$ cat src/hdl/stq_pkg.sv
// Shared types and codes for the sorted timer queue.
// Used by stq_front, stq_back and sorted_timer_queue; no dependencies.
package stq_pkg;

   localparam int SLOTS_DEFAULT = 32;

   // Request modes.
   localparam logic [1:0] MODE_CREATE = 2'd0;
   localparam logic [1:0] MODE_CANCEL = 2'd1;
   localparam logic [1:0] MODE_ELAPSE = 2'd2;
   localparam logic [1:0] MODE_UNUSED = 2'd3;

   // Result kinds.
   localparam logic [2:0] KIND_CREATED   = 3'd0;
   localparam logic [2:0] KIND_FULL      = 3'd1;
   localparam logic [2:0] KIND_CANCELLED = 3'd2;
   localparam logic [2:0] KIND_NO_MATCH  = 3'd3;
   localparam logic [2:0] KIND_DELIVERED = 3'd4;
   localparam logic [2:0] KIND_DROPPED   = 3'd5;
   localparam logic [2:0] KIND_DONE      = 3'd6;

   typedef struct packed {
      logic [1:0]  mode;
      logic [31:0] time_ms;
      logic [31:0] handler_tag;
      logic [31:0] data_a;
      logic [31:0] data_b;
      logic [31:0] mailbox;
   } req_type;

   typedef struct packed {
      logic [2:0]  kind;
      logic [31:0] handler_tag_res;
      logic [31:0] data_a_res;
      logic [31:0] data_b_res;
      logic [31:0] mailbox_res;
      logic        last;
   } rsp_type;

   // One timer entry as held in the sorted list.
   typedef struct packed {
      logic [31:0] rem;
      logic [31:0] handler;
      logic [31:0] data_a;
      logic [31:0] data_b;
      logic [31:0] mailbox;
   } entry_type;

endpackage

$ cat src/hdl/stq_front.sv
// Front end: accepts request words, drops the unused mode and queues the rest.
// Depends on stq_pkg.
module stq_front (
   input  logic            clock,
   input  logic            reset,
   input  logic            req_valid,
   output logic            req_stall,
   input  stq_pkg::req_type req_data,
   output logic            q_valid,
   output stq_pkg::req_type q_data,
   input  logic            q_pop
);
   import stq_pkg::*;

   req_type    buf_ff [2];
   logic       wr_ptr_ff, wr_ptr_in;
   logic       rd_ptr_ff, rd_ptr_in;
   logic [1:0] cnt_ff, cnt_in;
   logic       push;
   logic       pop;

   // A word with the unused mode is accepted and discarded.
   assign req_stall = (cnt_ff == 2'd2);
   assign push      = req_valid && !req_stall && (req_data.mode != MODE_UNUSED);
   assign q_valid   = (cnt_ff != 2'd0);
   assign q_data    = buf_ff[rd_ptr_ff];
   assign pop       = q_pop && q_valid;

   // Pointer and fill bookkeeping.
   always_comb begin
      wr_ptr_in = wr_ptr_ff ^ push;
      rd_ptr_in = rd_ptr_ff ^ pop;
      cnt_in    = cnt_ff + {1'b0, push} - {1'b0, pop};
   end

   always_ff @(posedge clock) begin
      if (reset) begin
         wr_ptr_ff <= 1'b0;
         rd_ptr_ff <= 1'b0;
         cnt_ff    <= 2'd0;
      end else begin
         wr_ptr_ff <= wr_ptr_in;
         rd_ptr_ff <= rd_ptr_in;
         cnt_ff    <= cnt_in;
      end
   end

   // Queue storage.
   always_ff @(posedge clock) begin
      if (push) begin
         buf_ff[wr_ptr_ff] <= req_data;
      end
   end

endmodule

$ cat config.mk
export PLATFORM = sky130hd
export DESIGN_NAME = stq_front
export DESIGN_NICKNAME = d
export VERILOG_FILES = /design/src/hdl/stq_pkg.sv /design/src/hdl/stq_front.sv
export SDC_FILE = /design/constraint.sdc
export NUM_CORES = 1
export LEC_CHECK = 0
export BUFFER_PORTS_ARGS = -buffer_cell sky130_fd_sc_hd__buf_2
export CORE_ASPECT_RATIO = 0.5
export CORE_MARGIN = 4
export CORE_UTILIZATION = 45
export DETAILED_ROUTE_END_ITERATION = 8
export PLACE_DENSITY = 0.8
export SLEW_MARGIN = 10
export SYNTH_ARGS = -nofsm -noshare
export SYNTH_HDL_FRONTEND = slang
export SYNTH_SLANG_ARGS = --single-unit
$ cat constraint.sdc
create_clock -name clock -period 6.4 [get_ports clock]
set_input_delay 1.92 -clock clock [delete_from_list [all_inputs] [get_ports clock]]
set_output_delay 1.92 -clock clock [all_outputs]
set_load 0.03 [all_outputs]
==> flow_summary.yaml <==
run_status:
  outcome: "completed"
route:
  drt-initial-drc-count: 322
  vias: 6247
  viasPerCell: 5.002
  drc_errors: 0
  antenna_left: 0
  routedWlPerCell_microns: 20.79
  routed_wl_microns: 25960
  drt-pass1-iter-count: 4
floorplanning:
  top_level_ports: 330
  fp.dieW_microns: 239.3
  start_util_pct: 46.73
  core_sq_um: 25750
  die_h_microns: 123.6
  die_area_sq_um: 29580
  rows: 41
worst_setup_path:
  arrival_ps: 2520
  worst-path-max-fanout: 131
  critical_path_required_ps: 4480
  r2r_start: "cnt_ff[0]"
  cp-end-kind: "output port"
  worst_r2r_path_depth: 4
  cp-start-kind: "register"
  criticalPathCategory: "register to output port"
  timing.critical_path.from: "rd_ptr_ff"
logic_synthesis:
  synth_edf_count: 324
  yosys.area.top_type: "edfxtp_1"
  synth-seq-cells: 328
  synth_most_common_cell: "edfxtp_1"
  syn_nets: 698
  syn_area_per_cell_sq_um: 22.79
  synthArstFlopShare_pct: 0
  synthDistinctLibCells: 17
  yosysSeqAreaShare_pct: 81.51
  ys_top_cells_by_area: "edfxtp_1 81%, mux2_2 15%, clkbuf_8 1.6%"
  syn_inst: 528
  synth_top_area_share_pct: 80.85
  yosys_most_used_dff: "edfxtp_1"
  syn-cell-area_sq_um: 12030
  synth-warning-count: 0
  ys_top_cells_by_count: "324 x edfxtp_1, 163 x mux2_2, 14 x clkbuf_8"
cells_and_area:
  area_growth_pct: 24.32
  fin_nets: 1049
  drive_gt1_share_pct: 60.93
  n_fill_cell: 1957
  finish.utilization_pct: 58.09
power_and_ir_drop:
  seqPwrFrac_pct: 44.5
  internal-power_mw: 4.202
  p_switching_mw: 1.863
  p_leak_nw: 5.540
  p_clk_share_pct: 29.4
  ir_drop_mv: 0.1895
  power_switching_share_pct: 30.72
  comb_power_share_pct: 26.1
  powerDensity_nw_per_um2: 405.4
hold_path:
  min_path_type: "register to register"
  whs_path_depth: 2
  worstHoldStart: "cnt_ff[0]"
timing:
  slew_headroom_pct: 32.65
  min_period_ps: 4441
  drv_slew: 0
  fin_crit_sh_pct: 69.39
  max_clock_freq_mhz: 225.2
  final_hold_viol_count: 0
  setup_viol: 0
  clock_skew_ps: 14.02
  worst_pin_slew_ps: 1010
  layout_setup_ws_ps: 1959
  fin_hold_ws_ps: 653.6
  rsz0062_at_grt: "false"
clock_network:
  cts.clk_slew.worst_paths_ps: 60
  root_buffer: "clkbuf_16"
  postCtsSetupRepairBufs: 0
  cts_hold_buf: 0
  clock_path_buffers: 3
  clk_latency_ps: 550
  clock-sinks: 328
  htree_num_levels: 1
  cts_resized: 0
  cts_buffers: 29
  cts_tree: "built"
global_route:
  grt_pass1_wl_microns: 37210
  antenna_found_initial: 4
  grt_start_max_net_pins: 132
  overflow: 0
  grt_pass1_vias: 6524
  track_usage_pct: 16.56
placement:
  dp_slack_ps: 2208
  dp_hpwl_microns: 18070
  gp_congestion: 0.7673
  io_buffers: 329
job:
  maxCapViolCount: 0
==> layout make-up <==
cell class / count / area, sq um / area share [%]
Sequential cell: 328 / 9813 / 65.59
Clock buffer: 32 / 737.0 / 4.926
Antenna cell: 4 / 10.01 / 0.06691
Timing Repair Buffer: 338 / 1727 / 11.54
Multi-Input combinational cell: 179 / 1992 / 13.31
Tap cell: 344 / 430.4 / 2.877
Clock inverter: 21 / 240.2 / 1.606
Inverter: 3 / 11.26 / 0.07527
==> per-stage QoR <==
step	cells	total power, mW	cell area [sq um]	TNS (ps)
6_report	1249	6.065	14960	0
5_1_grt	1247	6.309	14960	0
4_1_cts	1245	6.140	14950	0
3_5_place_dp	1192	4.346	13970	0
3_3_place_gp	1192	4.309	13970	0
2_1_floorplan	528	3.948	12030	-22730
==> sequential cells by signal (all words and copies together) (netlist names) <==
signal and flops:
buf_ff 324, rd_ptr_ff 1, wr_ptr_ff 1, cnt_ff 2
==> path summary, 6_finish.rpt <==
kind,to,slack [ps]
max,q_data[76],1960
min reg2reg,cnt_ff[0],650
min,cnt_ff[0],650
max reg2reg,buf_ff[1][130],3830
==> kinds of logic after synthesis <==
logic type,Yosys count,share of synthesized area (%)
flops,328,81.51
mux,163,15.25
buf+inv,21,2.142
simple gates,10,0.4263
fa+ha+maj,4,0.4159
compound gates,1,0.06241
xor+xnor,1,0.1871
==> layer usage <==
metal	track usage (%)	wire length, microns
met5	0	26
met4	6.193	853
met1	18.27	9180
met3	3.186	887
met2	32.16	15020
==> cell usage in the layout, fill, tap and decap left out, types with 2 or more instances in the layout <==
master / n
nor2b_1: 2
buf_2: 329
ha_1: 2
clkbuf_16: 29
bufinv_16: 5
mux2_2: 163
edfxtp_1: 324
buf_4: 8
nor2_1: 3
clkbuf_1: 3
clkinv_1: 6
inv_1: 3
clkinv_2: 5
inv_6: 2
ha_4: 2
dfxtp_1: 3
clkinv_4: 2
diode_2: 4
==> power by group through the flow <==
stage	Combinational, mW	Sequential (mW)	Clock [mW]
3_5_place_dp	1.60	2.75	0
2_1_floorplan	1.20	2.75	0
6_report	1.58	2.70	1.79
4_1_cts	1.60	2.70	1.83
3_3_place_gp	1.58	2.73	0
5_1_grt	1.66	2.72	1.93
==> worst max-delay path: stages (launching register included) <==
cell,delay [ps]
dfxtp_4,650
buf_12,600
mux2_2,450
buf_2,190
No activity file was read; power rests on OpenSTA's default activity.
